## src/sv/ntc_temperature_conditioner_top_assert.svh

```systemverilog
// assertion macros for the ntc conditioner
`ifndef NTC_TEMPERATURE_CONDITIONER_TOP_ASSERT_SVH
`define NTC_TEMPERATURE_CONDITIONER_TOP_ASSERT_SVH
`ifndef NO_ASSERTIONS
`define NTC_ASSERT_IMP(label, clk, rst_n, a, c) \
    label: assert property (@(posedge clk) disable iff (!rst_n) (a) |-> (c)) \
    else $error("assertion failed");
`define NTC_ASSERT_NXT(label, clk, rst_n, a, c) \
    label: assert property (@(posedge clk) disable iff (!rst_n) (a) |=> (c)) \
    else $error("assertion failed");
`else
`define NTC_ASSERT_IMP(label, clk, rst_n, a, c)
`define NTC_ASSERT_NXT(label, clk, rst_n, a, c)
`endif
`endif

```

## src/sv/ntc_pkg.sv

```systemverilog
// shared types and constants for the ntc conditioner
package ntc_pkg;
    // samples per averaged reading
    localparam int SAMPLES = 8;

    localparam logic [1:0] CH_HEATER  = 2'd0;
    localparam logic [1:0] CH_CHAMBER = 2'd1;
    localparam logic OP_SAMPLE = 1'b0;
    localparam logic OP_WRITE  = 1'b1;
    localparam logic [1:0] REG_RISE  = 2'd0;
    localparam logic [1:0] REG_FALL  = 2'd1;
    localparam logic [1:0] REG_STEPS = 2'd2;

    typedef struct packed {
        logic       operation;
        logic [1:0] channel;
        logic [9:0] adc_code;
        logic [9:0] table_index;
        logic [7:0] table_whole;
        logic [7:0] table_tenths;
        logic       target_arrived;
        logic       cooling;
    } in_item_t;

    typedef struct packed {
        logic [1:0]  result_channel;
        logic [9:0]  average_code;
        logic [7:0]  whole_degrees;
        logic [7:0]  tenths;
        logic [11:0] temperature_x10;
    } out_item_t;

    // averaged work item passed from front to back
    typedef struct packed {
        logic [1:0] channel;
        logic [9:0] average_code;
        logic       target_arrived;
        logic       cooling;
    } job_t;

    typedef enum logic [2:0] {
        BK_IDLE, BK_READ, BK_CALC, BK_MUL, BK_DIV, BK_CONV, BK_OUT
    } back_state_t;
endpackage

```

## src/sv/ntc_queue.sv

```systemverilog
// two entry job queue between front and back
module ntc_queue (
    input  logic          clk,
    input  logic          rst_n,
    input  logic          push,
    input  ntc_pkg::job_t push_data,
    output logic          full,
    input  logic          pop,
    output logic          not_empty,
    output ntc_pkg::job_t pop_data
);
    import ntc_pkg::*;
    job_t       mem_reg [2];
    logic       wp_reg, rp_reg;
    logic [1:0] cnt_reg;

    assign full = cnt_reg == 2'd2;
    assign not_empty = cnt_reg != 2'd0;
    assign pop_data = mem_reg[rp_reg];

    always_ff @(posedge clk)
    begin
        if (push)
        begin
            mem_reg[wp_reg] <= push_data;
        end
    end

    always_ff @(posedge clk or negedge rst_n)
    begin
        if (!rst_n)
        begin
            wp_reg <= 1'b0;
            rp_reg <= 1'b0;
            cnt_reg <= '0;
        end
        else
        begin
            if (push) wp_reg <= ~wp_reg;
            if (pop) rp_reg <= ~rp_reg;
            cnt_reg <= cnt_reg + 2'(push) - 2'(pop);
        end
    end
endmodule

```

## config.mk

```make
export PLATFORM = sky130hd
export DESIGN_NAME = ntc_queue
export DESIGN_NICKNAME = d
export VERILOG_FILES = /design/src/sv/ntc_temperature_conditioner_top_assert.svh /design/src/sv/ntc_pkg.sv /design/src/sv/ntc_queue.sv
export SDC_FILE = /design/constraint.sdc
export NUM_CORES = 1
export LEC_CHECK = 0
export BUFFER_PORTS_ARGS = -buffer_cell sky130_fd_sc_hd__buf_2
export CAP_MARGIN = 10
export CORE_MARGIN = 2
export CORE_UTILIZATION = 45
export CTS_CLUSTER_SIZE = 24
export DETAILED_ROUTE_END_ITERATION = 12
export PLACE_DENSITY = 0.73
export REMOVE_ABC_BUFFERS = 1
export SLEW_MARGIN = 0
export SYNTH_ARGS = -nofsm -noshare
export SYNTH_HDL_FRONTEND = slang
export SYNTH_SLANG_ARGS = --single-unit
```

## constraint.sdc

```tcl
create_clock -name clk -period 1.8 [get_ports clk]
set_clock_uncertainty 0.2 [all_clocks]
set_input_delay 0.27 -clock clk [delete_from_list [all_inputs] [get_ports clk]]
set_output_delay 0.27 -clock clk [all_outputs]
set_load 0.01 [all_outputs]
```

Yosys cells after proc, flatten, opt, wreduce, memory -nomap -nowiden
Memory sizes are Yosys's and may differ from the RTL's.
Cells that the tools add are included.
Widths: inputs -> output; s select.
- memories kept: 1
- memory bits (writable): 28
- register bits: 4
- output and inout bits: 16
- input port bits: 18
- memories (name ; depth ; width ; rd ports ; clocked after memory_dff ; wr ports ; line ; text):
    mem_reg ; 2 ; 14 ; 1 ; 0 ; 1 ; ntc_queue.sv:13 ; job_t mem_reg [2];
- reductions and logical operators: 1
- equality and inequality tests: 1
- multiplexer cells: 2
- bitwise operators: 2
- add/subtract/negate cells: 2
- operators with widths (kind ; count):
    $add 2x1->2 ; 1
    $eq 2x2->1 const B ; 1
    $mux 1 ; 2
    $not 1->1 ; 2
    $reduce_bool 2->1 ; 1
    $sub 2x1->2 ; 1

Logic depth before layout (Yosys ltp)
- word-level depth: 2
- gate-level depth with buffers: 5
- depth with buffers taken out: 5

Least setup slack after synthesis
OpenSTA, ideal clock, no wires.
- kind: register to register
- from: reg wp_reg
- to: mem mem_reg[0][0] in the netlist's numbering (enable)
- cell stages (with the launch flop): 2
- period minus slack after synthesis: 1.637 ns
- arrival time: 1.051 ns
- buffers on the path: 0
- data required time: 1.214 ns
- path slack: 0.163 ns
- path through: dfrtp_1 > nor2b_1
- RTL lines (what ; line ; text):
    from (decl) ; ntc_queue.sv:14 ; logic wp_reg, rp_reg;
    from (signal assigned) ; ntc_queue.sv:39 ; if (push) wp_reg <= ~wp_reg;
    to (decl) ; ntc_queue.sv:13 ;
No word-level cell before the write port.

==> metrics.md <==
| Metric | Value |
|---|---|
| Required time worst endpoint | `1.33 ns` |
| YS warnings | `0` |
| Worst hold slack | `approximately 0.072 ns` |
| Setup ws final | `-0.0571 ns` |
| Largest net degree at the start of global routing | `14` |
| Post-synthesis sequential area ratio | `74.5%` |
| Number of flops mapped to enable cells by yosys | `28` |
| Startpoint Class | `register` |
| Ports | `34` |
| Pwr dens | `approximately 1500 mW/mm²` |
| H-tree depth | `2` |
| Slew Viols, Final | `0` |
| CP endpoint kind | `output pin` |
| Crit path kind | `register to output pin` |
| GRT Util Overall | `13.5%` |
| Wire per inst | `12.9 µm` |
| Max FO, Critical Path | `13` |
| Fin crit share | `103%` |
| Async set-reset flop share out of synthesis | `12.5%` |
| Slew margin rel. | `about nine tenths` |
| Crit path DAT | `about 1.4 ns` |
| CTS tree | `yes` |
| Syn_area_per_cell | `21.4 µm²` |
| Total wire length | `1960 µm` |
| Starting density of the core | `46.6%` |
| Setup TNS | `-0.313 ns` |
| Synthesized flop and latch total | `32` |
| Max FFs per register | `28` |
| DRT iter0 DRCs | `1` |
| Slew of the pin with the lowest slew margin | `0.166 ns` |
| Failing checks | `negative setup slack` |
| Netlist cell types | `13` |
| Num Clock Sinks | `32` |
| Final Critical Period | `1.86 ns` |
| Antenna diode count | `0` |
| Layout cells sized above 1 | `roughly 51%` |
| Synth cell count leaders | `edfxtp_1 (28), mux2_4 (9), mux2_2 (5), dfrtp_1 (4)` |
| GP Congestion | `roughly 0.6` |
| Final hold violations | `0` |
| Peak VDD IR | `approximately 1.1 mV` |
| CTS buffer count | `5` |
| Lkg Pwr | `~0.79 nW` |
| CORE AREA | `around 0.0027 mm²` |
| Bufs on Longest Clock Path | `2` |
| Via count | `715` |
| Largest cells by area after synthesis | `edfxtp_1 (67%), mux2_4 (11%), dfrtp_1 (7.9%)` |
| Initial antenna violation count | `0` |
| Rows | `19` |
| Critical R2R Launch | `cnt_reg[0]` |
| Post-layout util | `68.1%` |
| Status | `complete, but fails checks` |
| Vert. Die Dim | `57.0 µm` |
| Detailed Place HPWL | `1290 µm` |
| Most numerous cell in the Yosys netlist | `edfxtp_1` |
| Max Fclk | `0.538 GHz` |
| Post-synth top area cell | `edfxtp_1` |
| Die X | `~57 µm` |
| Worst skew pair latency | `0.32 ns` |
| Root Driver | `clkbuf_4` |
| IO buf count | `33` |
| ANT nets after route | `0` |
| RSZ-0062 raised after global routing | `true` |
| Setup violations, final | `14` |
| Share of the synthesized area in the top cell type | `66.6%` |
| Max Cap Viol | `0` |
| R2R depth | `5` |
| R2R setup slack | `0.40 ns` |
| GR Overflow Total | `0` |
| Area growth, synth to finish | `46.3%` |
| Die ar. | `between 0.003 and 0.004 mm²` |
| Layout net count | `140` |
| Synth Cell Area | `0.00126 mm²` |
| Primary FF master, synth | `edfxtp_1` |
| Vias in the first global route | `735` |
| Cells after Synth | `59` |
| Clock Pin Slew Worst Setup and Hold Paths | `about 0.09 ns` |
| DRC | `0` |
| TritonRoute pass-1 iters | `4` |
| Hold Path Class | `primary input to asynchronous set/reset pin` |
| Global-route wire length before repair | `3130 µm` |
| Vias per inst | `approximately 4.7` |
| Worst r2r dst | `cnt_reg[1]` |
==> critical path, stage by stage, from the launching register on <==
cell     delay (ns)
dfrtp_1        0.41
buf_12         0.17
mux2_2         0.35
buf_6          0.12
==> layout make-up <==
type | instances | area (µm²)
Clock buffer | 7 | 65.1
Tap cell | 31 | 38.8
Multi-Input combinational cell | 23 | 290
Fill cell | 199 | 863
Inverter | 2 | 7.51
Clock inverter | 1 | 30.0
Sequential cell | 32 | 941
Timing Repair Buffer | 56 | 474
==> layout by cell type (no fill, tap or decap), types with 2 or more instances in the layout <==
master	instances
buf_2	20
buf_4	5
buf_6	13
clkbuf_4	5
clkbuf_8	2
dfrtp_1	4
dlygate4sd3_1	17
edfxtp_1	28
ha_1	2
inv_1	2
mux2_2	3
mux2_4	11
nor2b_1	2
xor2_1	2
==> kinds of logic (layout without fill, tap and decap cells) <==
family	after synthesis	in the layout	synth area share (%)
xor gates and xnor gates	3	3	3.27
DFF	32	32	74.5
muxes	14	14	15.2
buffers and inverters	4	66	3.07
and+or+nand+nor	4	4	1.98
adders and majority gates	2	2	1.98
==> metal layers <==
layer | track usage, % | part of all wire (%) | vias up | wire (µm)
met3 | 3.63 | 4.7 | 5 | 92
li1 | - | - | 343 | -
met4 | 7.97 | 2.0 | 0 | 40
met1 | 13.5 | 37 | 346 | 724
met5 | 0 | 0 | - | 0
met2 | 24.6 | 56 | 21 | 1110
==> timing repair <==
item                                    CTS  global route
hold buffers                             17             0
setup buffers                             1             0
gates resized for setup                  14             1
cloned                                    0             0
hold endpoints to repair                 34             0
endpoints found under the setup margin   13            14
==> power by group <==
| part | switching [mW] | internal [mW] |
|---|---|---|
| registers | 0.0666 | 0.998 |
| clock network | 0.223 | 0.369 |
| logic | 0.398 | 0.645 |
| total | 0.688 | 2.01 |
==> per-stage QoR <==
| stage | total power, mW | instance area (µm²) | std cells | setup slack (ns) |
|---|---|---|---|---|
| 4_1_cts | 2.71 | 1840 | 152 | -0.0528 |
| 5_1_grt | 2.84 | 1850 | 152 | -0.0915 |
| 2_1_floorplan | 1.58 | 1230 | 57 | 0.163 |
| 3_3_place_gp | 1.88 | 1490 | 126 | 0.283 |
| 3_5_place_dp | 1.91 | 1490 | 126 | 0.254 |
| 6_report | 2.70 | 1850 | 152 | -0.0571 |
==> worst max path at each step <==
stage,start,to,slack [ns],cells past startpoint
6_report,rp_reg,pop_data[13],-0.06,3
5_1_grt,rp_reg,pop_data[13],-0.09,3
4_1_cts,rp_reg,pop_data[13],-0.05,3
3_5_place_dp,rp_reg,pop_data[1],0.25,3
3_3_place_gp,rp_reg,pop_data[1],0.28,3
2_1_floorplan,wp_reg,mem_reg[0][0],0.16,1
Power figures use the tool's default switching activity.
