==> config.mk <==
export PLATFORM = sky130hd
export DESIGN_NAME = ntc_front
export DESIGN_NICKNAME = d
export VERILOG_FILES = /design/src/sv/ntc_temperature_conditioner_top_assert.svh /design/src/sv/ntc_pkg.sv /design/src/sv/ntc_front.sv
export SDC_FILE = /design/constraint.sdc
export NUM_CORES = 1
export LEC_CHECK = 0
export ABC_AREA = 0
export BUFFER_PORTS_ARGS = -buffer_cell sky130_fd_sc_hd__buf_4
export CORE_MARGIN = 4
export CORE_UTILIZATION = 46
export CTS_BUF_LIST = sky130_fd_sc_hd__clkbuf_8
export CTS_CLUSTER_SIZE = 16
export DETAILED_ROUTE_END_ITERATION = 8
export PLACE_DENSITY = 0.87
export RECOVER_POWER = 25
export REMOVE_ABC_BUFFERS = 1
export SLEW_MARGIN = 20
export SYNTH_ARGS = -nofsm -noshare
export SYNTH_HDL_FRONTEND = slang
export SYNTH_SLANG_ARGS = --single-unit
==> constraint.sdc <==
create_clock -name clk -period 3 [get_ports clk]
set_input_delay 0.45 -clock clk [delete_from_list [all_inputs] [get_ports clk]]
set_output_delay 0.45 -clock clk [all_outputs]
set_load 0.05 [all_outputs]
==> src/sv/ntc_temperature_conditioner_top_assert.svh <==
// assertion macros for the ntc conditioner
`ifndef NTC_TEMPERATURE_CONDITIONER_TOP_ASSERT_SVH
`define NTC_TEMPERATURE_CONDITIONER_TOP_ASSERT_SVH
`ifndef NO_ASSERTIONS
`define NTC_ASSERT_IMP(label, clk, rst_n, a, c) \
    label: assert property (@(posedge clk) disable iff (!rst_n) (a) |-> (c)) \
    else $error("assertion failed");
`define NTC_ASSERT_NXT(label, clk, rst_n, a, c) \
    label: assert property (@(posedge clk) disable iff (!rst_n) (a) |=> (c)) \
    else $error("assertion failed");
`else
`define NTC_ASSERT_IMP(label, clk, rst_n, a, c)
`define NTC_ASSERT_NXT(label, clk, rst_n, a, c)
`endif
`endif

==> src/sv/ntc_pkg.sv <==
// shared types and constants for the ntc conditioner
package ntc_pkg;
    // samples per averaged reading
    localparam int SAMPLES = 8;

    localparam logic [1:0] CH_HEATER  = 2'd0;
    localparam logic [1:0] CH_CHAMBER = 2'd1;
    localparam logic OP_SAMPLE = 1'b0;
    localparam logic OP_WRITE  = 1'b1;
    localparam logic [1:0] REG_RISE  = 2'd0;
    localparam logic [1:0] REG_FALL  = 2'd1;
    localparam logic [1:0] REG_STEPS = 2'd2;

    typedef struct packed {
        logic       operation;
        logic [1:0] channel;
        logic [9:0] adc_code;
        logic [9:0] table_index;
        logic [7:0] table_whole;
        logic [7:0] table_tenths;
        logic       target_arrived;
        logic       cooling;
    } in_item_t;

    typedef struct packed {
        logic [1:0]  result_channel;
        logic [9:0]  average_code;
        logic [7:0]  whole_degrees;
        logic [7:0]  tenths;
        logic [11:0] temperature_x10;
    } out_item_t;

    // averaged work item passed from front to back
    typedef struct packed {
        logic [1:0] channel;
        logic [9:0] average_code;
        logic       target_arrived;
        logic       cooling;
    } job_t;

    typedef enum logic [2:0] {
        BK_IDLE, BK_READ, BK_CALC, BK_MUL, BK_DIV, BK_CONV, BK_OUT
    } back_state_t;
endpackage

==> src/sv/ntc_front.sv <==
// front end: sample accumulation and table writes
module ntc_front #(
    parameter int TABLE_DEPTH = 1024
) (
    input  logic                           clk,
    input  logic                           rst_n,
    input  logic                           in_valid,
    output logic                           in_stall,
    input  ntc_pkg::in_item_t              in_data,
    output logic                           q_push,
    output ntc_pkg::job_t                  q_data,
    input  logic                           q_full,
    input  logic                           hold_writes,
    output logic                           tw_heater,
    output logic                           tw_chamber,
    output logic [$clog2(TABLE_DEPTH)-1:0] tw_addr,
    output logic [15:0]                    tw_data
);
    import ntc_pkg::*;
    localparam int AW = $clog2(TABLE_DEPTH);

    logic [15:0] sum_reg, sum_next;
    logic [6:0]  cnt_reg, cnt_next;
    logic        acc, wr_ok, done;
    logic [15:0] avg_full;

    // table writes wait while a reading is queued or in the back end
    assign in_stall = q_full || (in_data.operation == OP_WRITE && hold_writes);
    assign acc = in_valid && !in_stall;
    assign wr_ok = acc && in_data.operation == OP_WRITE
                   && {6'd0, in_data.table_index} < 16'(TABLE_DEPTH);
    assign tw_heater  = wr_ok && in_data.channel == CH_HEATER;
    assign tw_chamber = wr_ok && in_data.channel != CH_HEATER;
    assign tw_addr = in_data.table_index[AW-1:0];
    assign tw_data = {in_data.table_whole, in_data.table_tenths};

    // accumulate a run of samples
    always_comb
    begin
        sum_next = sum_reg;
        cnt_next = cnt_reg;
        done = 1'b0;
        if (acc && in_data.operation == OP_SAMPLE)
        begin
            sum_next = sum_reg + {6'd0, in_data.adc_code};
            cnt_next = cnt_reg + 7'd1;
            if (cnt_next == 7'(SAMPLES))
            begin
                done = 1'b1;
            end
        end
    end

    assign avg_full = sum_next / 16'(SAMPLES);
    assign q_push = done;
    assign q_data = '{channel: in_data.channel, average_code: avg_full[9:0],
                      target_arrived: in_data.target_arrived,
                      cooling: in_data.cooling};

    always_ff @(posedge clk or negedge rst_n)
    begin
        if (!rst_n)
        begin
            sum_reg <= '0;
            cnt_reg <= '0;
        end
        else if (done)
        begin
            sum_reg <= '0;
            cnt_reg <= '0;
        end
        else
        begin
            sum_reg <= sum_next;
            cnt_reg <= cnt_next;
        end
    end
endmodule

* After elaboration in Yosys (flattened, before gate mapping) *
Cells that the tools add are included.

word-level totals
  flip-flop bits (word level) = 23
  bits of input ports = 46
  output and inout bits = 44

operators by class
  $add $sub $neg = 2
  equal/unequal tests = 1
  mux-type cells = 6
  bitwise operators = 1
  reductions and logical operators = 11

operators with widths
  cell                                            count
  2-to-1 mux 16 bit                               2
  adder 16 x 10 -> 16 bit                         1
  2-to-1 mux 7 bit                                2
  adder 7 x 1 -> 7 bit (second input constant)    1
  == test 7 x 4 -> 1 bit (second input constant)  1
  logical AND 1 bit                               6
  nonzero test 2 bit                              2
  logical NOT 2 bit                               1
  2-to-1 mux 1 bit                                2
  logical NOT 1 bit                               1
  logical OR 1 bit                                1
  inverter 1 bit                                  1

* Longest topological paths before layout *
  depth in word-level cells = 7
  depth in mapped cells = 7

* Least setup slack after synthesis *
Ideal clock, no wire load.

  path type = input -> output
  start = input in_data[28] in the netlist's numbering
  end = output q_data[7] in the netlist's numbering
  arrival time = 2.925 ns
  required time = 2.550 ns
  setup slack = -0.375 ns
  stages on the path = 7
  path buffers = 0
  path through = ha_1 -> fa_1 -> a211oi_1 -> o211ai_2 -> a31oi_1 -> xor2_1 -> o21ai_0

RTL lines
  element             RTL line         text
  start: declaration  ntc_front.sv:9   input ntc_pkg::in_item_t in_data,
  end: declaration    ntc_front.sv:11  output ntc_pkg::job_t q_data,

==> summary.txt <==
Run status
  – Run status: complete, no violations

Placed design
  – Placed cells: 238
  – Post-DP HPWL: 3.34 mm
  – Gpl congestion: 0.788
  – Place WS: 0.0799 ns
  – Port bufs: 33
  – Area post-placement: 0.00175 sq mm

Timing
  – Setup TNS Final: 0 ns
  – Final Max Slew Viols: 0
  – Setup skew after layout: 0.00582 ns
  – Final worst slack: 0.144 ns
  – Slew @ Worst Pin: 1.05 ns
  – Finish-stage setup viols: 0
  – Final Hold Fails: 0
  – Worst slew margin: 0.301
  – Period utilisation layout: 0.952
  – FMAX: 350 MHz
  – Final Critical Period: 2.86 ns

Route
  – Remaining antenna violation count: 0
  – DR vias: 1347
  – TritonRoute pass-1 iters: 4
  – Vias per std cell: 5.54
  – Initial DRC count: 55
  – Final WL: 4.23 mm
  – DRC viols: 0
  – Wirelength per Cell: 17.4 um

CTS
  – Reg clk slew, reported paths: 0.08 ns
  – Clock sinks: 20
  – H-tree levels: 1
  – CTS Buf Count: 3
  – Number of buffers on the longest clock path: 2
  – Root Buffer: clkbuf_8
  – Hold buffer count at cts: 0
  – CTS tree: yes
  – Worst-skew pair later-pin latency: 0.26 ns

Worst setup path
  – WS Path Type: reg2out
  – Req. time, crit path: 2.55 ns
  – Worst Reg-to-Reg Cells: 8
  – R2R Setup Slk: 0.83 ns
  – CP max FO: 2
  – Crit. End Element: output pin
  – Critical R2R Launch: sum_reg[0]
  – Worst EP arrival: 2.41 ns
  – CP Launch Type: flop
  – Worst R2R End: sum_reg[8]

Power
  – PnR Total Power: 1.76 mW
  – VDD IR max: 0.325 mV
  – LEAKAGE: 0.907 nW
  – P per Cell Area: 967 mW/mm^2

Logic synthesis
  – Avg Inst Size Synth: 8.77 sq um
  – Post-synth top flop: dfrtp_1
  – Synth Instances: 189
  – Area contributors post-synth: dfrtp_1 (30%), buf_4 (14%), ha_1 (8.3%)
  – Yosys warns: 0
  – Seq/Total Area, Yosys: 0.302
  – Post-synth top area share: 0.302
  – Post-synth EDFFs: 0
  – Distinct cells, synth: 45
  – Async SR Flop Fraction: 1.00
  – Synth area leader: dfrtp_1
  – Mapped cell area: 0.00166 sq mm
  – Seq cells post-synth: 20

Global route
  – First-pass GRT wire length: 6.69 mm
  – GR Util All Layers: 0.198
  – Initial antenna violation count: 0
  – Grt ovf: 0
  – Vias in the first global route: 1352
  – Pin count of the biggest net entering global routing: 30

Finish
  – Finished layout cell area: 0.00182 sq mm
  – # diodes: 0
  – Synth-to-layout area growth: 9.58%
  – Largest register FFs: 13
  – Share of cells above drive strength 1: 0.259
  – Fin nets: 256
  – Commonest non-fill, non-tap cell in the layout: buf_4
  – Non-Filler Instances: 243
  – Most frequent cells in the layout: buf_4 (36), nand2_1 (25), dfrtp_1 (20)

Die
  – Core box area: 0.00342 sq mm
  – Die H: 68.0 um
  – Die extent in x: 68.0 um
  – I/O pin count: 90
  – Starting density of the core: 0.485
  – Site Rows: 21
  – Die area: 0.00463 sq mm

Hold path
  – Min-delay worst type: in2async

Job
  – Max-cap violations: 0
[per-layer routing]
layer / vias up / GRT usage / wire length (um)
met3: 7 / 0.141 / 637
met1: 618 / 0.246 / 1850
met2: 72 / 0.277 / 1680
met4: 0 / 0.0471 / 57
li1: 650 / - / -
met5: - / 0 / 0
[power by group]
| part | switching [mW] | internal, mW | total (mW) |
|---|---|---|---|
| clock | 0.0896 | 0.117 | 0.206 |
| sequential | 0.0841 | 0.377 | 0.461 |
| combinational | 0.665 | 0.425 | 1.09 |
| total | 0.838 | 0.919 | 1.76 |
[per-stage QoR]
| step | utilization | hold slack (ns) |
|---|---|---|
| after global routing | 0.532 | 0.442 |
| after global placement | 0.511 | 0.343 |
| final | 0.532 | 0.347 |
| after detailed placement | 0.511 | 0.344 |
| after floorplan | - | 0.154 |
| after CTS | 0.529 | 0.0613 |
[synth_stat cells, types with 3 or more instances]
library cell / number
a211oi_1: 3
a21o_1: 7
a21oi_1: 7
a31oi_1: 4
and2_1: 4
buf_4: 30
dfrtp_1: 20
ha_1: 11
inv_1: 3
mux2i_1: 4
nand2_1: 25
nand3_1: 6
nor2_1: 8
o21ai_0: 7
o21ai_1: 5
or3_1: 3
xnor2_1: 6
xor2_1: 3
[kinds of logic (layout without fill, tap and decap cells)]
family / count (synthesis) / after routing / share of synthesized area
simple gates: 64 / 64 / 0.208
buf+inv: 37 / 45 / 0.153
mux: 4 / 4 / 0.0242
compound gates: 43 / 43 / 0.171
xor+xnor: 9 / 9 / 0.0475
flops: 20 / 20 / 0.302
fa+ha+maj: 12 / 12 / 0.0951
[cell type report]
type                            count  area [sq um]
Inverter                            4          15.0
Sequential cell                    20           500
Fill cell                         318          1600
Tap cell                           46          57.6
Clock buffer                        4          55.1
Multi-Input combinational cell    132           915
Timing Repair Buffer               37           274
[critical path, stage by stage, from the launching register on]
cell	delay (ns)
dfrtp_1	0.38
ha_1	0.21
fa_1	0.41
a211oi_2	0.25
o211ai_2	0.14
a31oi_1	0.21
xor2_1	0.23
o21ai_1	0.11
buf_4	0.21
[worst max-delay path by stage]
| stage | startpoint | end | slack (ns) | cells after the start |
|---|---|---|---|---|
| after floorplan | in_data[28] | q_data[7] | -0.37 | 7 |
| after global placement | in_data[28] | q_data[9] | 0.1 | 9 |
| after detailed placement | in_data[28] | q_data[9] | 0.08 | 9 |
| after CTS | sum_reg[0] | q_data[7] | 0.02 | 8 |
| after global routing | sum_reg[0] | q_data[7] | -0.02 | 8 |
| final | sum_reg[0] | q_data[7] | 0.14 | 8 |
[timing repair]
item,in CTS,in global routing
setup buffers,0,1
endpoints found under the setup margin,2,4
cloned,0,0
pin swaps,0,3
gates resized for setup,1,2
hold endpoints to repair,0,0
No activity file was read; power rests on OpenSTA's default activity.
