File: src/sv/ntc_temperature_conditioner_top_assert.svh
// assertion macros for the ntc conditioner
`ifndef NTC_TEMPERATURE_CONDITIONER_TOP_ASSERT_SVH
`define NTC_TEMPERATURE_CONDITIONER_TOP_ASSERT_SVH
`ifndef NO_ASSERTIONS
`define NTC_ASSERT_IMP(label, clk, rst_n, a, c) \
    label: assert property (@(posedge clk) disable iff (!rst_n) (a) |-> (c)) \
    else $error("assertion failed");
`define NTC_ASSERT_NXT(label, clk, rst_n, a, c) \
    label: assert property (@(posedge clk) disable iff (!rst_n) (a) |=> (c)) \
    else $error("assertion failed");
`else
`define NTC_ASSERT_IMP(label, clk, rst_n, a, c)
`define NTC_ASSERT_NXT(label, clk, rst_n, a, c)
`endif
`endif

File: src/sv/ntc_pkg.sv
// shared types and constants for the ntc conditioner
package ntc_pkg;
    // samples per averaged reading
    localparam int SAMPLES = 8;

    localparam logic [1:0] CH_HEATER  = 2'd0;
    localparam logic [1:0] CH_CHAMBER = 2'd1;
    localparam logic OP_SAMPLE = 1'b0;
    localparam logic OP_WRITE  = 1'b1;
    localparam logic [1:0] REG_RISE  = 2'd0;
    localparam logic [1:0] REG_FALL  = 2'd1;
    localparam logic [1:0] REG_STEPS = 2'd2;

    typedef struct packed {
        logic       operation;
        logic [1:0] channel;
        logic [9:0] adc_code;
        logic [9:0] table_index;
        logic [7:0] table_whole;
        logic [7:0] table_tenths;
        logic       target_arrived;
        logic       cooling;
    } in_item_t;

    typedef struct packed {
        logic [1:0]  result_channel;
        logic [9:0]  average_code;
        logic [7:0]  whole_degrees;
        logic [7:0]  tenths;
        logic [11:0] temperature_x10;
    } out_item_t;

    // averaged work item passed from front to back
    typedef struct packed {
        logic [1:0] channel;
        logic [9:0] average_code;
        logic       target_arrived;
        logic       cooling;
    } job_t;

    typedef enum logic [2:0] {
        BK_IDLE, BK_READ, BK_CALC, BK_MUL, BK_DIV, BK_CONV, BK_OUT
    } back_state_t;
endpackage

File: src/sv/ntc_back.sv
// back end: table lookup, chamber filter and result register
module ntc_back #(
    parameter int TABLE_DEPTH = 1024
) (
    input  logic                           clk,
    input  logic                           rst_n,
    input  logic                           job_valid,
    input  ntc_pkg::job_t                  job,
    output logic                           job_pop,
    output logic [$clog2(TABLE_DEPTH)-1:0] rd_addr,
    input  logic [15:0]                    heater_rd,
    input  logic [15:0]                    chamber_rd,
    input  logic [8:0]                     smooth_rise,
    input  logic [8:0]                     smooth_fall,
    input  logic [15:0]                    blend_steps,
    output logic                           out_valid,
    input  logic                           out_stall,
    output ntc_pkg::out_item_t             out_data,
    output logic                           busy
);
    import ntc_pkg::*;
    localparam int AW = $clog2(TABLE_DEPTH);

    back_state_t st_reg, st_next;
    job_t        job_reg;
    logic [7:0]  whole_reg, tenth_reg;
    logic [11:0] t10_reg;
    logic [19:0] last_reg;
    logic [15:0] ramp_reg;
    logic [39:0] acc_reg;      // dividend, then quotient bits shifted in
    logic [15:0] rem_reg;
    logic [5:0]  bit_reg;
    logic [19:0] fresh_reg;
    logic [1:0]  mph_reg;
    logic        ov_reg;
    out_item_t   od_reg;
    logic [15:0] entry;
    logic [8:0]  c;
    logic [16:0] trial;
    logic [11:0] t10s;
    logic [27:0] prod;
    logic [8:0]  wq;
    logic [3:0]  tq;

    // table address of the job being worked on
    assign rd_addr = (job_reg.average_code > 10'(TABLE_DEPTH - 1)) ?
                     AW'(TABLE_DEPTH - 1) : job_reg.average_code[AW-1:0];
    assign entry = (job_reg.channel == CH_HEATER) ? heater_rd : chamber_rd;
    assign c = job_reg.cooling ? (smooth_fall > 9'd256 ? 9'd256 : smooth_fall)
                               : (smooth_rise > 9'd256 ? 9'd256 : smooth_rise);
    assign trial = {rem_reg, acc_reg[39]} - {1'b0, blend_steps};
    assign t10s = acc_reg[19:8];
    // divide by ten through a reciprocal multiply
    assign prod = {16'd0, t10s} * 28'd6554;
    assign wq = prod[24:16];
    assign tq = 4'(t10s - {3'd0, wq} * 12'd10);

    assign job_pop = st_reg == BK_IDLE && job_valid;
    assign busy = st_reg != BK_IDLE || ov_reg;
    assign out_valid = ov_reg;
    assign out_data = od_reg;

    always_ff @(posedge clk or negedge rst_n)
    begin
        if (!rst_n)
        begin
            st_reg <= BK_IDLE;
        end
        else
        begin
            st_reg <= st_next;
        end
    end

    // sequencer next state
    always_comb
    begin
        st_next = st_reg;
        case (st_reg)
            BK_IDLE: if (job_valid) st_next = BK_READ;
            BK_READ: st_next = BK_CALC;
            BK_CALC:
            begin
                if (job_reg.channel != CH_CHAMBER) st_next = BK_OUT;
                else if (!job_reg.target_arrived) st_next = BK_MUL;
                else if (ramp_reg < blend_steps) st_next = BK_MUL;
                else st_next = BK_CONV;
            end
            BK_MUL: if (mph_reg == 2'd1 || !job_reg.target_arrived) st_next =
                        job_reg.target_arrived ? BK_DIV : BK_CONV;
            BK_DIV: if (bit_reg == 6'd39) st_next = BK_CONV;
            BK_CONV: st_next = BK_OUT;
            BK_OUT: if (!ov_reg || !out_stall) st_next = BK_IDLE;
            default: st_next = BK_IDLE;
        endcase
    end

    // datapath
    always_ff @(posedge clk)
    begin
        case (st_reg)
            BK_IDLE: if (job_valid) job_reg <= job;
            BK_CALC:
            begin
                whole_reg <= entry[15:8];
                tenth_reg <= entry[7:0];
                t10_reg <= 12'({4'd0, entry[15:8]} * 12'd10 + {4'd0, entry[7:0]});
                fresh_reg <= {12'({4'd0, entry[15:8]} * 12'd10 + {4'd0, entry[7:0]}),
                              8'd0};
                mph_reg <= 2'd0;
                bit_reg <= '0;
                rem_reg <= '0;
                acc_reg <= {20'd0, 12'({4'd0, entry[15:8]} * 12'd10
                            + {4'd0, entry[7:0]}), 8'd0};
            end
            BK_MUL:
            begin
                if (!job_reg.target_arrived)
                begin
                    acc_reg <= {8'd0, 32'((29'(c) * 29'(fresh_reg)
                               + 29'(9'd256 - c) * 29'(last_reg) + 29'd128) >> 8)};
                end
                else if (mph_reg == 2'd0)
                begin
                    acc_reg <= 40'(36'(ramp_reg) * 36'(fresh_reg));
                    mph_reg <= 2'd1;
                end
                else
                begin
                    acc_reg <= acc_reg + 40'(36'(blend_steps - ramp_reg) * 36'(last_reg))
                               + 40'(blend_steps >> 1);
                end
            end
            BK_DIV:
            begin
                bit_reg <= bit_reg + 6'd1;
                if (!trial[16])
                begin
                    rem_reg <= trial[15:0];
                    acc_reg <= {acc_reg[38:0], 1'b1};
                end
                else
                begin
                    rem_reg <= {rem_reg[14:0], acc_reg[39]};
                    acc_reg <= {acc_reg[38:0], 1'b0};
                end
            end
            BK_CONV:
            begin
                t10_reg <= t10s;
                whole_reg <= (wq > 9'd255) ? 8'd255 : wq[7:0];
                tenth_reg <= {4'd0, tq};
            end
            default: ;
        endcase
    end

    // filter state and output register
    always_ff @(posedge clk or negedge rst_n)
    begin
        if (!rst_n)
        begin
            last_reg <= '0;
            ramp_reg <= '0;
            ov_reg <= 1'b0;
            od_reg <= '0;
        end
        else
        begin
            if (st_reg == BK_MUL && !job_reg.target_arrived)
            begin
                last_reg <= 20'(32'((29'(c) * 29'(fresh_reg)
                            + 29'(9'd256 - c) * 29'(last_reg) + 29'd128) >> 8));
                ramp_reg <= '0;
            end
            // step the crossfade once both weights have been used
            if (st_reg == BK_MUL && job_reg.target_arrived && mph_reg == 2'd1)
            begin
                ramp_reg <= ramp_reg + 16'd1;
            end
            if (st_reg == BK_OUT && (!ov_reg || !out_stall))
            begin
                ov_reg <= 1'b1;
                od_reg <= '{result_channel: job_reg.channel,
                            average_code: job_reg.average_code,
                            whole_degrees: whole_reg, tenths: tenth_reg,
                            temperature_x10: t10_reg};
            end
            else if (ov_reg && !out_stall)
            begin
                ov_reg <= 1'b0;
            end
        end
    end
endmodule

File: config.mk
export PLATFORM = sky130hd
export DESIGN_NAME = ntc_back
export DESIGN_NICKNAME = d
export VERILOG_FILES = /design/src/sv/ntc_temperature_conditioner_top_assert.svh /design/src/sv/ntc_pkg.sv /design/src/sv/ntc_back.sv
export SDC_FILE = /design/constraint.sdc
export NUM_CORES = 2
export LEC_CHECK = 0
export ABC_CLOCK_PERIOD_IN_PS = 11010
export BUFFER_PORTS_ARGS = -buffer_cell sky130_fd_sc_hd__buf_2
export CORE_MARGIN = 2
export CORE_UTILIZATION = 45
export DETAILED_ROUTE_END_ITERATION = 6
export SYNTH_ARGS = -nofsm -noshare
export SYNTH_HDL_FRONTEND = slang
export SYNTH_SLANG_ARGS = --single-unit
File: constraint.sdc
create_clock -name clk -period 11.01 [get_ports clk]
set_input_delay 1.101 -clock clk [delete_from_list [all_inputs] [get_ports clk]]
set_output_delay 1.101 -clock clk [all_outputs]
set_load 0.05 [all_outputs]
### Word level (Yosys, flattened, before mapping)

Cells that the tools add are included.

| storage, ports and cells | value |
|---|---|
| RAM bits | 0 |
| memories | 0 |
| register bits after elaboration | 198 |
| bits in latches | 0 |
| output and inout bits | 53 |
| logic and storage cells | 116 |
| input bits | 84 |
| bits in read-only memories | 0 |

| cells by class | value |
|---|---|
| add/subtract/negate cells | 11 |
| shift-type cells | 0 |
| reduce and logical (&&, ||, !) cells | 25 |
| multipliers | 7 |
| bitwise gates (word level) | 0 |
| divide/modulo/power cells | 0 |
| eq/ne operators | 15 |
| magnitude comparators | 5 |
| mux-type cells | 32 |

Operators with widths:

| cell | count |
|---|---|
| $pmux W40 S3 | 1 |
| $mux W40 | 2 |
| $mux W16 | 4 |
| $add A40 B15 Y40 | 1 |
| $add A40 B40 Y40 | 1 |
| $mul A36 B20 Y40 | 1 |
| $add A29 B32 Y32 | 1 |
| $add A32 B8 Y32 const B | 1 |
| $mul A29 B20 Y32 | 1 |
| $pmux W16 S2 | 1 |
| $pmux W8 S2 | 2 |
| $mul A16 B12 Y28 | 1 |
| $mux W9 | 3 |
| $mul A12 B12 Y24 const B | 1 |
| $pmux W12 S2 | 1 |
| $mul A9 B12 Y21 | 1 |
| $mux W3 | 7 |
| $pmux W3 S7 | 1 |
| $gt A9 B9 Y1 const B | 2 |
| $sub A16 B16 Y17 | 1 |
| $sub A17 B16 Y17 | 1 |
| $add A16 B1 Y16 const B | 1 |
| $lt A16 B16 Y1 | 1 |
| $add A12 B8 Y12 | 1 |
| other kinds (30) | 57 |

### Depth between registers and ports, before layout

| depth | value |
|---|---|
| depth after elaboration | 9 |
| depth in mapped cells | 43 |
| gate-level depth less buffers | 42 |

### Worst setup path after synthesis

No wires, ideal clock.

| timing | value |
|---|---|
| path kind | input to register |
| start point | input smooth_rise[8] |
| end point | register acc_reg[21], data pin |
| path buffers | 1 |
| required time | 10.739 ns |
| setup time | 0.271 ns |
| cell stages on the path | 41 |
| arrival | 9.796 ns |
| setup slack | 0.943 ns |
| path through | or3b_1 nand2_1 clkbuf_1 nand2_1 fa_1 inv_1 fa_1 ha_1 inv_1 fa_1 inv_1 ha_1 nor2b_1 o21ai_0 a21oi_1 o21a_1 o22a_1 a41oi_1 [5 not listed] fa_1 inv_1 fa_1 inv_1 fa_1 inv_1 fa_1 inv_1 ha_1 o21a_1 o21ai_0 nand2b_1 and3_1 a21oi_1 nand2b_1 a21oi_1 xor2_1 o21ai_0 |

| between the ends | value |
|---|---|
| longest elaborated chain between the ends | 9 |
| elaborated cells between the ends (all ways) | 10 |
| those cells by class | add/sub: 3; mul: 2; order compare: 1; mux: 4 |

Ends and longest elaborated chain:

| what | line | text |
|---|---|---|
| from (decl) | ntc_back.sv:13 | `input logic [8:0] smooth_rise,` |
| $gt A9 B9 Y1 | ntc_back.sv:50 | `: (smooth_rise > 9'd256 ? 9'd256 : smooth_rise);` |
| $mux W9 * | ntc_back.sv:50 |  |
| $mux W9 * | ntc_back.sv:49 | `assign c = job_reg.cooling ? (smooth_fall > 9'd256 ? 9'd256 : smooth_fall)` |
| $sub A9 B9 Y10 | ntc_back.sv:121 | `+ 29'(9'd256 - c) * 29'(last_reg) + 29'd128) >> 8)};` |
| $mul A29 B20 Y32 | - |  |
| $add A29 B32 Y32 * | - |  |
| $add A32 B8 Y32 * | - |  |
| $mux W40 * | ntc_back.sv:118 | `if (!job_reg.target_arrived)` |
| $pmux W40 S3 * | ntc_back.sv:101 | `case (st_reg)` |
| to (signal assigned) | ntc_back.sv:113 | `acc_reg <= {20'd0, 12'({4'd0, entry[15:8]} * 12'd10` |
| to (signal assigned) | ntc_back.sv:120 | `acc_reg <= {8'd0, 32'((29'(c) * 29'(fresh_reg)` |
| to (signal assigned) | ntc_back.sv:125 | `acc_reg <= 40'(36'(ramp_reg) * 36'(fresh_reg));` |
| to (decl) | ntc_back.sv:30 | `logic [39:0] acc_reg;` |

Mark *: on every way between the ends. The rest lies on a longest branch, timed or not.
A chain may end at the register's enable or synchronous reset.

### Final worst setup path

| timing | value |
|---|---|
| start point | input smooth_rise[8] |
| end point | register acc_reg[20], data pin |

The elaborated chain is that of the path after synthesis.

==> results.cfg <==
[timing]
timing.final.crit_share_pct = 93.4
clock_skew_ps = 17.5
min_period_ps = 10280
finalMaxSlewViolations = 0
setup_tns_ps = 0
grt_setup_unrepaired = false
fin_ws_ps = 726
relSlewSlack_pct = 17.6
hold_violations = 0
setup_viol = 0
tightest_slew_ps = 1240
max_freq_mhz = 97.2

[worst_setup_path]
cp-end-kind = register
path_buf_inv = 11
crit_path_max_fanout = 8
cp_slowest_cell = fa_1
startpoint = smooth_rise[8]
critPathArrivalTime_ps = 10510
critPathRequiredTime_ps = 11240
r2r_slack_ps = 870
slowest_delay_ps = 550
r2r_end = acc_reg[20]
reg2reg_depth = 41
path_delay_family = adder cells
cp_num_cells = 41
path_common_cell = fa_1
setup.worst_path.end = acc_reg[20]
crit_type = primary input to register
cp-start-kind = primary input
r2r_start = job_reg[0]

[drt]
viasPerCell = 5.13
vias = 33700
drcViolationCount = 0
dr.max_layer_used = met5
wl_met2_mm = 61.6
first_pass_iters = 6
met1Wirelength_mm = 55.4
final_antenna_net_count = 0
drt-total-wl_mm = 128
wl_per_cell_um = 19.5
drt_iter0_drc = 2056
wl_met3_mm = 6.55

[cts]
clock-sinks = 195
cts_tree = done
clock_path_buffers = 2
cts-root-buf = clkbuf_16
path_clk_slew_ps = 80
h-tree-depth = 4
insertion_delay_ps = 510
cts-buffers-inserted = 17
postCtsSetupRepairBufs = 0
ctsHoldBuffers = 0
cts_resized = 0

[synthesis]
synth_top_family_by_area = adder cells
ys.flop_type = edfxtp_1
muxShareOfSynthArea_pct = 1.88
synth-async-reset-ratio_pct = 40.5
synth_fa_ha_area_share_pct = 53.3
ys_types = 88
synthTopCellsByCount = inv_1 (1191), fa_1 (985), nand2_1 (667)
avgSynthCellArea_um2 = 9.46
synth_compound_area_share_pct = 6.45
synth_edf_count = 116
yosys.area.top_type_share_pct = 41.5
synth_xor_area_share_pct = 3.19
yosys.area.top_type = fa_1
yosys.area_share.simple_pct = 12.6
netlist_area_um2 = 47500
synth_seq_area_share_pct = 11.5
ys_seq_elements = 195
synthTopCellsByArea = fa_1 (41%), ha_1 (12%), inv_1 (9.4%)
synth.most_common_cell = inv_1
ys_warn_count = 0
synth_cells = 5025

[layout]
largest_reg_flops = 40
final_layout_size_suffix_gt1_share_pct = 7.10
syn2layout_area_growth_pct = 7.08
nets = 6674
instances_no_fill = 6562
num-fill-cells = 10000

[min_path]
hold-path-cell-count = 1
hp-class = register to register

[outcome]
status = finished clean

[grt]
grt_antenna_before_repair = 7
grt_pass1_vias = 35800
grtUsageTotal_pct = 24.9
grt_pass1_wl_mm = 205
grt_overflow = 0
grt_max_degree = 42

[placed_design]
hpwlAfterDp_mm = 106
dp_cells = 6529
pre_cts_ws_ps = 224
port_buffers = 136
place_congestion = 0.947

[floorplanning]
start_util_pct = 45.3
pin_count = 137
dieHeight_um = 329
num_rows = 119
dieArea_um2 = 108000
die_w_um = 329
placeableCoreArea_um2 = 105000

[run]
drv_cap = 0
[worst min-delay path by stage]
stage / from / endpoint / slack (ps)
after floorplan: t10_reg[10] / out_data[10] / 450
after global placement: tenth_reg[5] / out_data[17] / 460
after detailed placement: t10_reg[2] / out_data[2] / 460
after CTS: t10_reg[4] / out_data[4] / 480
after global routing: whole_reg[0] / out_data[20] / 490
final: whole_reg[0] / out_data[20] / 480
[final cells by class]
cell class                 instances  area [µm²]  area share (%)
multi-input combinational       3509       37200            73.0
sequential                       195        5460            10.7
inverter                        1192        4470            8.79
tap                             1391        1740            3.42
timing repair buffer             242        1480            2.91
clock buffer                      17         425           0.836
clock inverter                    15         166           0.327
antenna                            1        2.50         0.00492
[per-layer routing]
metal / vias up / GRT usage (%)
met5: - / 0
met4: 6 / 7.68
met3: 151 / 2.90
met2: 865 / 41.7
met1: 17300 / 33.9
li1: 15400 / -
[worst reg2reg max path: cells and delay by family, from the launching register on]
| family | cells | cell delay [ps] |
|---|---|---|
| xor+xnor | 2 | 350 |
| flops | 1 | 530 |
| compound gates | 12 | 2380 |
| simple gates | 6 | 980 |
| fa+ha+maj | 12 | 4920 |
| buf+inv | 9 | 720 |
[layout by cell type, fill, tap and decap left out, types with 45 or more instances in the layout]
cell         n
a21oi_1    120
mux2_2      58
dfrtp_1     79
buf_2      135
buf_4      107
nor2_1     121
fa_1       985
xor2_1      52
and2_1     284
xnor2_1    111
o21ai_0    100
edfxtp_1   116
ha_1       448
inv_1     1191
conb_1      78
a21o_1      45
nand2_1    667
[through the flow]
| step | cell area (µm²) | hold slack, ps | utilization, % |
|---|---|---|---|
| detailed placement | 50300 | 462 | 47.9 |
| global placement | 50300 | 460 | 47.9 |
| global route | 50900 | 494 | 48.5 |
| finish | 50900 | 478 | 48.5 |
| CTS | 50900 | 480 | 48.5 |
| floorplan | 47800 | 454 | - |
[logic make-up (layout without fill, tap and decap cells)]
family | after synthesis | after routing
AND/OR/NAND/NOR | 1281 | 1281
buffers and inverters | 1397 | 1466
AO/OA/AOI/OAI | 465 | 465
multiplexers | 82 | 82
XOR/XNOR | 170 | 170
flip-flops | 195 | 195
other | 2 | 79
adder cells (fa/ha/maj) | 1433 | 1433
Power is left out: the tool's default activity adds up to more than one toggle a clock period on the data nets, which glitch-free logic cannot reach.
